## src/hdl/hsv2rgb_pkg.sv

```systemverilog
// hsv2rgb_pkg: constants and types for the hsv to rgb pixel converter
// no dependencies; imported by hsv_to_rgb_converter and hsv_to_rgb_converter_tb

package hsv2rgb_pkg;

    localparam int HUE_W      = 24;
    localparam int UNIT_W     = 12;
    localparam int CH_W       = 8;
    localparam int IN_DATA_W  = 48;
    localparam int OUT_DATA_W = 24;

    // hue wrap: hue = 128*a + low7, turn = 45*128
    localparam int          HUE_LOW_W  = 7;
    localparam int          HUE_TURN   = 5760;
    localparam int          HUE_SECTOR = 960;
    localparam int          HUE_SPAN   = 1920;
    localparam logic [17:0] WRAP_BIAS  = 18'd65565;
    localparam logic [18:0] RECIP_45   = 19'd372828;
    localparam logic [5:0]  TURN_HI    = 6'd45;

    localparam logic [8:0]  UNIT_ONE   = 9'd256;

    // channel sum bound: 65536 * 960
    localparam logic [25:0] SUM_MAX    = 26'd62914560;

    typedef enum logic [2:0] {
        SEC_RED_YEL = 3'd0,
        SEC_YEL_GRN = 3'd1,
        SEC_GRN_CYN = 3'd2,
        SEC_CYN_BLU = 3'd3,
        SEC_BLU_MAG = 3'd4,
        SEC_MAG_RED = 3'd5
    } sector_t;

endpackage

```

## src/hdl/hsv_to_rgb_converter.sv

```systemverilog
// hsv_to_rgb_converter: six-stage pipelined hsv to 8-bit rgb pixel converter
// each item is registered through stages 1 to 6 in order, and stage 6 drives the output
// throughput: one item per cycle, each stage stalls only when the next one is full
// hue wrap uses a reciprocal multiply by 1/45, chroma a 9x9 multiply, scaled chroma and x two 17x10 multipliers
// reset: rst_n clears all stage valid bits, payload registers are not reset
// depends on hsv2rgb_pkg

module hsv_to_rgb_converter
    import hsv2rgb_pkg::*;
(
    input  logic                  clk,
    input  logic                  rst_n,
    input  logic                  s_axis_tvalid,
    output logic                  s_axis_tready,
    // hue[23:0], saturation[35:24], brightness[47:36]
    input  logic [IN_DATA_W-1:0]  s_axis_tdata,
    output logic                  m_axis_tvalid,
    input  logic                  m_axis_tready,
    // red[7:0], green[15:8], blue[23:16]
    output logic [OUT_DATA_W-1:0] m_axis_tdata
);

    logic [6:1] vld_reg;
    logic [6:1] load;

    // stage 1
    logic [17:0] u1_reg, u1_next;
    logic [6:0]  lo1_reg;
    logic [8:0]  s1_reg, s1_next;
    logic [8:0]  v1_reg, v1_next;
    // stage 2
    logic [17:0] u2_reg;
    logic [11:0] q2_reg, q2_next;
    logic [6:0]  lo2_reg;
    logic [8:0]  s2_reg;
    logic [8:0]  v2_reg;
    logic [36:0] prod2;
    // stage 3
    logic [12:0] h3_reg, h3_next;
    logic [16:0] c3_reg, c3_next;
    logic [8:0]  v3_reg;
    logic [17:0] rem3;
    // stage 4
    sector_t     sec4_reg, sec4_next;
    logic [9:0]  t4_reg, t4_next;
    logic [16:0] c4_reg;
    logic [8:0]  v4_reg;
    logic [12:0] base4;
    logic [12:0] f4;
    // stage 5
    sector_t     sec5_reg;
    logic [25:0] cc5_reg, cc5_next;
    logic [25:0] xx5_reg, xx5_next;
    logic [25:0] mm5_reg, mm5_next;
    logic [26:0] cc5_full;
    logic [26:0] xx5_full;
    logic [26:0] vv5_full;
    // stage 6
    logic [25:0] r6_sum, g6_sum, b6_sum;
    logic [25:0] r6_sum_reg, g6_sum_reg, b6_sum_reg;
    logic [25:0] r6_sel, g6_sel, b6_sel;
    logic [30:0] r6_scl, g6_scl, b6_scl;
    logic [CH_W-1:0] red_reg, green_reg, blue_reg;
    logic [CH_W-1:0] red_next, green_next, blue_next;

    // ready chain from the output back to the input
    always_comb
    begin
        load[6] = !vld_reg[6] || m_axis_tready;
        for (int k = 5; k >= 1; k--)
        begin
            load[k] = !vld_reg[k] || load[k+1];
        end
    end

    assign s_axis_tready = load[1];
    assign m_axis_tvalid = vld_reg[6];
    assign m_axis_tdata  = {blue_reg, green_reg, red_reg};

    always_ff @(posedge clk or negedge rst_n)
    begin
        if (!rst_n)
        begin
            vld_reg <= '0;
        end
        else
        begin
            if (load[1])
            begin
                vld_reg[1] <= s_axis_tvalid;
            end
            for (int k = 2; k <= 6; k++)
            begin
                if (load[k])
                begin
                    vld_reg[k] <= vld_reg[k-1];
                end
            end
        end
    end

    // stage 1: hue split and bias, clamp of saturation and value
    always_comb
    begin
        logic [11:0] sat;
        logic [11:0] bri;
        sat = s_axis_tdata[35:24];
        bri = s_axis_tdata[47:36];
        u1_next = {s_axis_tdata[HUE_W-1], s_axis_tdata[HUE_W-1:HUE_LOW_W]} + WRAP_BIAS;
        if (sat[UNIT_W-1])
        begin
            s1_next = '0;
        end
        else if (sat[10:0] > 11'(UNIT_ONE))
        begin
            s1_next = UNIT_ONE;
        end
        else
        begin
            s1_next = sat[8:0];
        end
        if (bri[UNIT_W-1])
        begin
            v1_next = '0;
        end
        else if (bri[10:0] > 11'(UNIT_ONE))
        begin
            v1_next = UNIT_ONE;
        end
        else
        begin
            v1_next = bri[8:0];
        end
    end

    always_ff @(posedge clk)
    begin
        if (load[1])
        begin
            u1_reg  <= u1_next;
            lo1_reg <= s_axis_tdata[HUE_LOW_W-1:0];
            s1_reg  <= s1_next;
            v1_reg  <= v1_next;
        end
    end

    // stage 2: quotient by 45 through the reciprocal
    assign prod2   = 37'(u1_reg) * 37'(RECIP_45);
    assign q2_next = prod2[35:24];

    always_ff @(posedge clk)
    begin
        if (load[2])
        begin
            u2_reg  <= u1_reg;
            q2_reg  <= q2_next;
            lo2_reg <= lo1_reg;
            s2_reg  <= s1_reg;
            v2_reg  <= v1_reg;
        end
    end

    // stage 3: wrapped hue and chroma
    assign rem3    = u2_reg - 18'(q2_reg) * 18'(TURN_HI);
    assign h3_next = {rem3[5:0], lo2_reg};
    assign c3_next = 17'(s2_reg) * 17'(v2_reg);

    always_ff @(posedge clk)
    begin
        if (load[3])
        begin
            h3_reg <= h3_next;
            c3_reg <= c3_next;
            v3_reg <= v2_reg;
        end
    end

    // stage 4: sector and x weight
    always_comb
    begin
        if (h3_reg < 13'(HUE_SECTOR))
        begin
            sec4_next = SEC_RED_YEL;
        end
        else if (h3_reg < 13'(2 * HUE_SECTOR))
        begin
            sec4_next = SEC_YEL_GRN;
        end
        else if (h3_reg < 13'(3 * HUE_SECTOR))
        begin
            sec4_next = SEC_GRN_CYN;
        end
        else if (h3_reg < 13'(4 * HUE_SECTOR))
        begin
            sec4_next = SEC_CYN_BLU;
        end
        else if (h3_reg < 13'(5 * HUE_SECTOR))
        begin
            sec4_next = SEC_BLU_MAG;
        end
        else
        begin
            sec4_next = SEC_MAG_RED;
        end

        case (sec4_next)
            SEC_RED_YEL, SEC_YEL_GRN: base4 = '0;
            SEC_GRN_CYN, SEC_CYN_BLU: base4 = 13'(HUE_SPAN);
            default:                  base4 = 13'(2 * HUE_SPAN);
        endcase

        f4 = h3_reg - base4;
        if (f4 >= 13'(HUE_SECTOR))
        begin
            t4_next = 10'(13'(HUE_SPAN) - f4);
        end
        else
        begin
            t4_next = f4[9:0];
        end
    end

    always_ff @(posedge clk)
    begin
        if (load[4])
        begin
            sec4_reg <= sec4_next;
            t4_reg   <= t4_next;
            c4_reg   <= c3_reg;
            v4_reg   <= v3_reg;
        end
    end

    // stage 5: scaled chroma, x and offset
    assign cc5_full = 27'(c4_reg) * 27'(HUE_SECTOR);
    assign xx5_full = 27'(c4_reg) * 27'(t4_reg);
    assign vv5_full = {27'(v4_reg) * 27'(HUE_SECTOR)} << 8;
    assign cc5_next = cc5_full[25:0];
    assign xx5_next = xx5_full[25:0];
    assign mm5_next = 26'(vv5_full - cc5_full);

    always_ff @(posedge clk)
    begin
        if (load[5])
        begin
            sec5_reg <= sec4_reg;
            cc5_reg  <= cc5_next;
            xx5_reg  <= xx5_next;
            mm5_reg  <= mm5_next;
        end
    end

    // stage 6: channel select, offset and scale by 255/(65536*960) = 17/2^22
    always_comb
    begin
        case (sec5_reg)
            SEC_RED_YEL:
            begin
                r6_sel = cc5_reg; g6_sel = xx5_reg; b6_sel = '0;
            end
            SEC_YEL_GRN:
            begin
                r6_sel = xx5_reg; g6_sel = cc5_reg; b6_sel = '0;
            end
            SEC_GRN_CYN:
            begin
                r6_sel = '0; g6_sel = cc5_reg; b6_sel = xx5_reg;
            end
            SEC_CYN_BLU:
            begin
                r6_sel = '0; g6_sel = xx5_reg; b6_sel = cc5_reg;
            end
            SEC_BLU_MAG:
            begin
                r6_sel = xx5_reg; g6_sel = '0; b6_sel = cc5_reg;
            end
            default:
            begin
                r6_sel = cc5_reg; g6_sel = '0; b6_sel = xx5_reg;
            end
        endcase
        r6_sum     = r6_sel + mm5_reg;
        g6_sum     = g6_sel + mm5_reg;
        b6_sum     = b6_sel + mm5_reg;
        r6_scl     = {1'b0, r6_sum, 4'b0} + 31'(r6_sum);
        g6_scl     = {1'b0, g6_sum, 4'b0} + 31'(g6_sum);
        b6_scl     = {1'b0, b6_sum, 4'b0} + 31'(b6_sum);
        red_next   = r6_scl[29:22];
        green_next = g6_scl[29:22];
        blue_next  = b6_scl[29:22];
    end

    always_ff @(posedge clk)
    begin
        if (load[6])
        begin
            red_reg    <= red_next;
            green_reg  <= green_next;
            blue_reg   <= blue_next;
            r6_sum_reg <= r6_sum;
            g6_sum_reg <= g6_sum;
            b6_sum_reg <= b6_sum;
        end
    end

    // an empty output stage leaves every stage free to advance
    assert property (@(posedge clk) disable iff (!rst_n)
        !m_axis_tvalid |-> s_axis_tready)
        else $error("input stalled while output stage empty");

    assert property (@(posedge clk) disable iff (!rst_n)
        vld_reg[3] |-> (h3_reg < 13'(HUE_TURN)))
        else $error("wrapped hue out of range");

    assert property (@(posedge clk) disable iff (!rst_n)
        vld_reg[4] |-> (t4_reg <= 10'(HUE_SECTOR)) && (c4_reg <= {v4_reg, 8'b0}))
        else $error("x weight or chroma out of range");

    assert property (@(posedge clk) disable iff (!rst_n)
        vld_reg[6] |-> (r6_sum_reg <= SUM_MAX) && (g6_sum_reg <= SUM_MAX)
                       && (b6_sum_reg <= SUM_MAX))
        else $error("channel sum exceeds full scale");

    assert property (@(posedge clk) disable iff (!rst_n)
        (vld_reg[6] && !m_axis_tready) |=> (m_axis_tdata == $past(m_axis_tdata)))
        else $error("stalled output item changed");

endmodule

```

## config.mk

```make
export PLATFORM = sky130hd
export DESIGN_NAME = hsv_to_rgb_converter
export DESIGN_NICKNAME = d
export VERILOG_FILES = /design/src/hdl/hsv2rgb_pkg.sv /design/src/hdl/hsv_to_rgb_converter.sv
export SDC_FILE = /design/constraint.sdc
export NUM_CORES = 1
export LEC_CHECK = 0
export BUFFER_PORTS_ARGS = -buffer_cell sky130_fd_sc_hd__buf_4
export CAP_MARGIN = 5
export CORE_MARGIN = 3
export CORE_UTILIZATION = 55
export DETAILED_ROUTE_END_ITERATION = 10
export PLACE_DENSITY = 0.72
export RECOVER_POWER = 50
export SLEW_MARGIN = 20
export SYNTH_ARGS = -nofsm -noshare
export SYNTH_HDL_FRONTEND = slang
export SYNTH_SLANG_ARGS = --single-unit
```

## constraint.sdc

```tcl
create_clock -name clk -period 8.24 [get_ports clk]
set_clock_uncertainty 0.15 [all_clocks]
set_input_delay 1.648 -clock clk [delete_from_list [all_inputs] [get_ports clk]]
set_output_delay 1.648 -clock clk [all_outputs]
set_load 0.02 [all_outputs]
```

**Word-level counts from Yosys, hierarchy flattened**

Cells that the tools add are included.
W data, S select, Z words.

- Bits of input ports: 52
- Output and inout port bits: 26
- Register bits: 269
- Word-level logic and storage cells: 99

- Muxes and demuxes: 12
- Reduce and logical (&&, ||, !) cells: 24
- $mul: 6
- Add/sub/neg operators: 11
- Equality and inequality tests: 7
- Order comparisons: 8

Operators by type and width:

| operator | count |
|---|---|
| $pmux W26 S2 | 3 |
| $add A30 B26 Y30 | 3 |
| $add A26 B26 Y26 | 3 |
| $mul A18 B17 Y34 const B | 1 |
| $lt A13 B12 Y1 const B | 2 |
| $mul A17 B10 Y26 | 1 |
| $sub A26 B26 Y26 | 1 |
| $pmux W12 S2 | 1 |
| $gt A11 B9 Y1 const B | 2 |
| $mul A17 B4 Y20 const B | 1 |
| $reduce_or A2 Y1 | 10 |
| $add A18 B17 Y18 const B | 1 |
| $mux W9 | 2 |
| $mul A9 B9 Y17 | 1 |
| $ge A13 B10 Y1 const B | 1 |
| $lt A13 B10 Y1 const B | 1 |
| $lt A13 B11 Y1 const B | 1 |
| $lt A13 B13 Y1 const B | 1 |
| $sub A13 B12 Y13 | 1 |
| $eq A3 B2 Y1 const B | 4 |
| $mul A12 B6 Y6 const B | 1 |
| $mul A9 B4 Y12 const B | 1 |
| $mux W3 | 4 |
| $mux W10 | 1 |
| other kinds (8) | 20 |

**Depth between registers and ports, before layout**

Gate-level depths: netlist of the first run.

- Depth in word-level cells: 12
- Depth in mapped cells: 27
- Mapped depth without buffers: 24

**Least setup slack after synthesis of the first run**

Ideal clock, no wire load.

- Path type: input -> output
- Start: input port m_axis_tready
- End: output port s_axis_tready
- Buffers on the path: 0
- Data required time: 6.442 ns
- Cell stages on the path: 4
- Slack: 1.963 ns
- Arrival time: 4.479 ns
- Cells stage by stage: nor2b_1 > nand3_1 > nor2_1 > nand3_1

- Word-level cells in the longest chain between the ends: 6

RTL lines:

| element | line | text |
|---|---|---|
| from (decl) | hsv_to_rgb_converter.sv:18 | `input logic m_axis_tready,` |
| $logic_or A1 B1 Y1 | hsv_to_rgb_converter.sv:69 | `load[6] = !vld_reg[6] \|\| m_axis_tready;` |
| $logic_or A1 B1 Y1 (2 in a row) | hsv_to_rgb_converter.sv:72 | `load[k] = !vld_reg[k] \|\| load[k+1];` |
| net load, one bit | hsv_to_rgb_converter.sv:24 | `logic [6:1] load;` |
| $logic_or A1 B1 Y1 (3 in a row) | hsv_to_rgb_converter.sv:72 |  |
| to (decl) | hsv_to_rgb_converter.sv:14 | `output logic s_axis_tready,` |

The timed path passes the listed nets, and every way through them passes these cells.

**Worst setup path in the final report of the first run**

- Start: register sec5_reg[2]
- End: register blue_reg[7], data pin

- Word-level cells in the longest chain between the ends: 5
- Elaborated cells on any way between the ends: 9
- Those cells by class: 2 x add/sub; 3 x eq/ne; 1 x mux; 3 x reduce/logical

RTL lines:

| element | line | text |
|---|---|---|
| from (decl) | hsv_to_rgb_converter.sv:51 | `sector_t sec5_reg;` |
| from (signal assigned) | hsv_to_rgb_converter.sv:246 | `sec5_reg <= sec4_reg;` |
| $eq A3 B3 Y1 (tied with other cells) | hsv_to_rgb_converter.sv:256 | `case (sec5_reg)` |
| $reduce_or A2 Y1 (no line) | - |  |
| $pmux W26 S2 * | hsv_to_rgb_converter.sv:256 |  |
| $add A26 B26 Y26 * | hsv_to_rgb_converter.sv:284 | `b6_sum = b6_sel + mm5_reg;` |
| $add A30 B26 Y30 * | hsv_to_rgb_converter.sv:287 | `b6_scl = {1'b0, b6_sum, 4'b0} + 31'(b6_sum);` |
| net b6_scl[29] | hsv_to_rgb_converter.sv:62 | `logic [30:0] r6_scl, g6_scl, b6_scl;` |
| to (signal assigned) | hsv_to_rgb_converter.sv:299 | `blue_reg <= blue_next;` |
| to (decl) | hsv_to_rgb_converter.sv:63 | `logic [CH_W-1:0] red_reg, green_reg, blue_reg;` |

Mark *: on every way through the listed nets, which the timed path passes. The rest lies on a longest branch.
A chain may end at the register's enable or synchronous reset.

==> results_dict.tcl, run 1 <==
set metrics [dict create \
    grt_resource_usage_total 0.230 \
    timing.hold.worst.class "reg2reg" \
    crit_chain "mux2_2, o21ai_0, ha_1, fa_1, a21oi_1, o21bai_1, a2111oi_0, o21ai_0, o41ai_2, o21bai_1, a21oi_1, xnor2_1, ha_1, a21o_1, a21o_1, a21oi_1, o21ai_0, a21o_1, a21oi_1, a21boi_0, o21ai_0, nor3_1, xor2_1" \
    routed_wire_length_per_instance_um 17.5 \
    critPathKind "reg2reg" \
    crit_cells 23 \
    drt_pass1_iterations 5 \
    cts_inserted_buffers 31 \
    port_buffer_cells 77 \
    cp_max_fo 46 \
    synthToLayoutAreaGrowth_pct 7.62 \
    critical_path.endpoint_type "flop" \
    cts_hold_repair.buffers 0 \
    holdPathStages 0 \
    final_layout_size_suffix_gt1_frac 0.0565 \
    initial_antenna_violation_count 0 \
    largest_register_ffs 26 \
    synth_area_per_cell_um2 10.2 \
    route.final.wire_length_mm 63.1 \
    grt_setup_unrepaired "false" \
    syn-instance-count 2845 \
    cts_num_sinks 256 \
    routed-via-count 20000 \
    synth_top_area_cell "edfxtp_1" \
    mappedNetlistNets 3590 \
    setup.worst_path.start_class "flop" \
    ys_ff_latch 256 \
    worst_path_largest_cell_delay_ps 910 \
    fillerInstances 4277 \
    synth-edff-count 250 \
    grt_first_pass_wirelength_mm 104 \
    cell_chosen_for_the_clock_root "clkbuf_16" \
    cts_max_level 1 \
    synth_top_cell_area_share 0.259 \
    drt-initial-drc-count 1231 \
    worstSkewPairLatency_ps 580 \
    layout.nets 3638 \
    cap_violations 2 \
    antennaDiodeCount 0 \
    worst_path_dominant_cell_family "compound AO/OA/AOI/OAI gates" \
    required_ps 8400 \
    max_slew_headroom -1.40 \
    cpMaxStageDelayCell "edfxtp_1" \
    reg2regPathDepth 23 \
    timing_max_transition_violations_final 112 \
    core.rowCount 83 \
    fmax_mhz 145 \
    remaining_drc_errors 0 \
    gr-total-overflow 0 \
    run_status "complete, but fails checks" \
    cell_with_the_most_instances_after_synthesis "inv_1" \
    io-pin-count 78 \
    multi_input_area_um2 19400 \
    cts.reportedPaths.clkPinSlew_ps 60 \
    cts-resized-gates 0 \
    vias_per_cell 5.55 \
    synth_commonest_cells "435 x inv_1, 389 x ha_1, 304 x fa_1" \
    worst-path-buf-inv 0 \
    post_synth_num_cell_types 87 \
    first_global_vias 20600 \
    grt_max_degree 70 \
    worstMarginPinSlew_ps 3600 \
    final_worst_path_period_share 0.835 \
    ys.warnings.count 0 \
    cts_buffer_depth 3 \
    violations_in_the_final_reports "max-capacitance violations, max-slew violations" \
    worst_ep_arrival_time_ps 7040 \
    report.final.hold_viol_count 0 \
    initial_utilization 0.561 \
    yosys-top-cells-area "edfxtp_1 26%, fa_1 21%, ha_1 17%" \
    dpl.hpwl_mm 51.3 \
    area.sequential_um2 7660 \
    die_w_um 236 \
    die_h_um 236 \
    synth.yosys.seq_area_share 0.264 \
    ys_async_sr_fraction 0.0234 \
    finalSetupViolCount 0 \
    post-cts-setup-buffer-count 0 \
    dieArea_um2 55500 \
    coreArea_um2 51700 \
    total_negative_slack_ps 0 \
    postRouteAntennaNets 0 \
    netlist_area_um2 29000 \
    cts_tree "yes" \
    finalCriticalPeriod_ps 6880 \
    globalplace.congestion 0.941 \
    ys.flop_type "edfxtp_1" \
]
per-stage QoR:
| step | util | hold slack, ps | cells | setup WS (ps) | cell area, µm² |
|---|---|---|---|---|---|
| floorplan | - | 250 | 2845 | 1960 | 29000 |
| global placement | 0.584 | 251 | 3540 | 1580 | 30200 |
| detailed placement | 0.584 | 255 | 3540 | 1500 | 30200 |
| CTS | 0.604 | 266 | 3598 | 1490 | 31200 |
| global route | 0.604 | 271 | 3598 | 874 | 31200 |
| finish | 0.604 | 265 | 3598 | 1360 | 31200 |
path summary, 6_finish.rpt:
| kind | startpoint | to | slack [ps] |
|---|---|---|---|
| setup reg to reg | sec5_reg[2] | blue_reg[7] | 1360 |
| hold reg to reg | s1_reg[6] | s2_reg[6] | 260 |
| max in group asynchronous | rst_n | vld_reg[3] | 6690 |
| min in group asynchronous | rst_n | vld_reg[5] | 870 |
| setup / recovery | sec5_reg[2] | blue_reg[7] | 1360 |
| hold / removal | s1_reg[6] | s2_reg[6] | 260 |
per-layer routing:
| layer | vias to the layer above | track usage | wire (µm) |
|---|---|---|---|
| met5 | - | 0 | 0 |
| met1 | 9859 | 0.306 | 27600 |
| met4 | 0 | 0.0544 | 1660 |
| li1 | 9585 | - | - |
| met2 | 450 | 0.405 | 31400 |
| met3 | 90 | 0.0258 | 2540 |
worst reg2reg max path, cell delays in order, from the launching register on:
cell	delay (ps)
edfxtp_1	910
mux2_2	780
o21ai_0	210
ha_1	240
fa_1	400
a21oi_1	190
o21bai_1	130
a2111oi_0	370
o21ai_0	210
o41ai_2	440
o21bai_1	130
a21oi_1	190
xnor2_1	200
ha_1	310
a21o_1	180
a21o_1	170
a21oi_1	170
o21ai_0	110
a21o_1	200
a21oi_1	160
a21boi_0	140
o21ai_0	360
nor3_1	110
xor2_1	160
cell families after synthesis:
group / share of synthesized area
DFF: 0.264
xor gates and xnor gates: 0.0671
and+or+nand+nor: 0.121
AOI/OAI and AO/OA: 0.102
adders and majority gates: 0.378
buffers and inverters: 0.0669
muxes: 0.00112
area by class of cell:
class	instances	share of cell area
clock inverter	21	0.00721
inverter	435	0.0523
tap	680	0.0272
sequential	256	0.245
timing repair buffer	87	0.0202
multi-input combinational	2082	0.622
clock buffer	37	0.0256
cells in the final DEF (no fill, tap or decap), types with 18 or more instances in the layout:
cell type / count
a21o_1: 67
a21oi_1: 135
a22o_1: 19
and2_1: 158
buf_4: 71
clkbuf_16: 31
edfxtp_1: 250
fa_1: 304
ha_1: 389
inv_1: 435
nand2_1: 280
nand3_1: 35
nor2_1: 100
nor2b_1: 18
nor3_1: 39
o21a_1: 19
o21ai_0: 86
o21bai_1: 21
xnor2_1: 143
xor2_1: 75
Power of run 1 is not shown: default switching activity piles up to over one toggle a cycle in this logic, so the estimate is an artifact.
==> run 2: changes to the inputs <==
==> constraint.sdc (replaced) <==
create_clock -name clk -period 7.2 [get_ports clk]
set_clock_uncertainty 0.15 [all_clocks]
set_input_delay 1.44 -clock clk [delete_from_list [all_inputs] [get_ports clk]]
set_output_delay 1.44 -clock clk [all_outputs]
set_load 0.02 [all_outputs]
==> run 2 against run 1 <==
The flow still finishes with violations (max-capacitance violations, max-slew violations). Setup slack got worse by 450 ps. Flip-flop and latch count is the same. Register-to-register slack got worse by 430 ps. Count of clock-buffer cells in the layout shrank 5. Via count up 0.46%. Utilization rose by 0.099 points. Final cell count hardly changed.
==> results_dict.tcl, run 2 (synthesis gave the netlist of run 1 again) <==
set metrics [dict create \
    cts_inserted_buffers 30 \
    worstMarginPinSlew_ps 3640 \
    die_h_um 236 \
    largest_register_ffs 26 \
    cts_buffer_depth 3 \
    cp_max_fo 45 \
    io-pin-count 78 \
    port_buffer_cells 77 \
    cts-resized-gates 0 \
    whs_ps 261 \
    synthToLayoutAreaGrowth_pct 7.79 \
    vias_per_cell 5.58 \
    finalSetupViolCount 0 \
    cpMaxStageDelayCell "clkbuf_1" \
    initial_antenna_violation_count 2 \
    postLayoutCoreUtil 0.605 \
    dieArea_um2 55500 \
    worst_path_largest_cell_delay_ps 1770 \
    violations_in_the_final_reports "max-capacitance violations, max-slew violations" \
    total_negative_slack_ps 0 \
    setup.worst_path.start_class "primary input" \
    routed-via-count 20100 \
    cts_tree "yes" \
    timing.hold.worst.class "reg2reg" \
    postRouteAntennaNets 0 \
    grt_resource_usage_total 0.234 \
    crit_chain "clkbuf_4, nor2b_1, nand3_2, clkbuf_1, nor2_1, nand3_2, buf_4, buf_4" \
    cell_chosen_for_the_clock_root "clkbuf_16" \
    required_ps 5610 \
    final_layout_size_suffix_gt1_frac 0.0586 \
    grt_setup_unrepaired "false" \
    layout.cells.most_common "inv_1" \
    cap_violations 2 \
    route.final.wire_length_mm 64.4 \
    coreArea_um2 51700 \
    worstSkewPairLatency_ps 590 \
    max_slew_headroom -1.43 \
    cts.reportedPaths.clkPinSlew_ps 60 \
    grt_first_pass_wirelength_mm 105 \
    drt_pass1_iterations 5 \
    initial_utilization 0.561 \
    final_worst_path_period_share 0.873 \
    globalplace.congestion 0.938 \
    routed_wire_length_per_instance_um 17.9 \
    die_w_um 236 \
    grt_max_degree 70 \
    dpl.hpwl_mm 52.8 \
    cts_num_sinks 256 \
    worst_ep_arrival_time_ps 4700 \
    report.final.hold_viol_count 0 \
    remaining_drc_errors 0 \
    timing_max_transition_violations_final 112 \
    run_status "complete, but fails checks" \
    cts_max_level 1 \
    critPathKind "in2out" \
    first_global_vias 20700 \
    critical_path.endpoint_type "output pin" \
    core.rowCount 83 \
    fillerInstances 4265 \
    drt-initial-drc-count 1372 \
    gr-total-overflow 0 \
    final_cell_mix "435 x inv_1, 389 x ha_1, 304 x fa_1" \
    post-cts-setup-buffer-count 0 \
    cts_hold_repair.buffers 0 \
    layout.nets 3641 \
    finalCriticalPeriod_ps 6290 \
    fmax_mhz 159 \
]
run 2: cell count changes in the layout (fill, tap and decap cells not counted), sizes merged:
cell	delta
diode	+1
inv	-4
bufinv	+2
buf	+3
clkinv	+3
clkbuf	-4
run 2: metrics by stage:
step                instance area [µm²]  worst slack (ps)  cells
floorplan                         29000              1200   2845
global placement                  30300              1090   3544
detailed placement                30300               954   3544
CTS                               31300               972   3598
global route                      31300               502   3598
finish                            31300               913   3599
run 2: layer usage:
layer / share of wire / GRT usage / vias to the layer above
li1: - / - / 9587
met1: 0.42 / 0.299 / 9862
met2: 0.50 / 0.412 / 487
met3: 0.044 / 0.0307 / 137
met4: 0.037 / 0.0765 / 2
met5: 0.00020 / 0 / -
run 2: worst paths after layout:
kind | from | end | slack [ps] | cells after the start
max | m_axis_tready | s_axis_tready | 910 | 8
min | lo1_reg[3] | lo2_reg[3] | 260 | 0
max reg2reg | t4_reg[3] | xx5_reg[24] | 930 | 19
min reg2reg | lo1_reg[3] | lo2_reg[3] | 260 | 0
max in group asynchronous | rst_n | vld_reg[6] | 5840 | 1
min in group asynchronous | rst_n | vld_reg[5] | 670 | 1
run 2: layout make-up:
class	instances	area [µm²]	share of cell area
Antenna cell	1	2.50	0.0000800
Clock buffer	32	758	0.0242
Clock inverter	22	283	0.00904
Inverter	435	1630	0.0522
Multi-Input combinational cell	2082	19400	0.621
Sequential cell	256	7660	0.245
Tap cell	680	851	0.0272
Timing Repair Buffer	91	657	0.0210
run 2: worst max-delay path: cells and delay by family:
kind,cells,cell delay (ps)
buffers and inverters,4,2580
and+or+nand+nor,4,650
Power of run 2 is left out for the same reason.
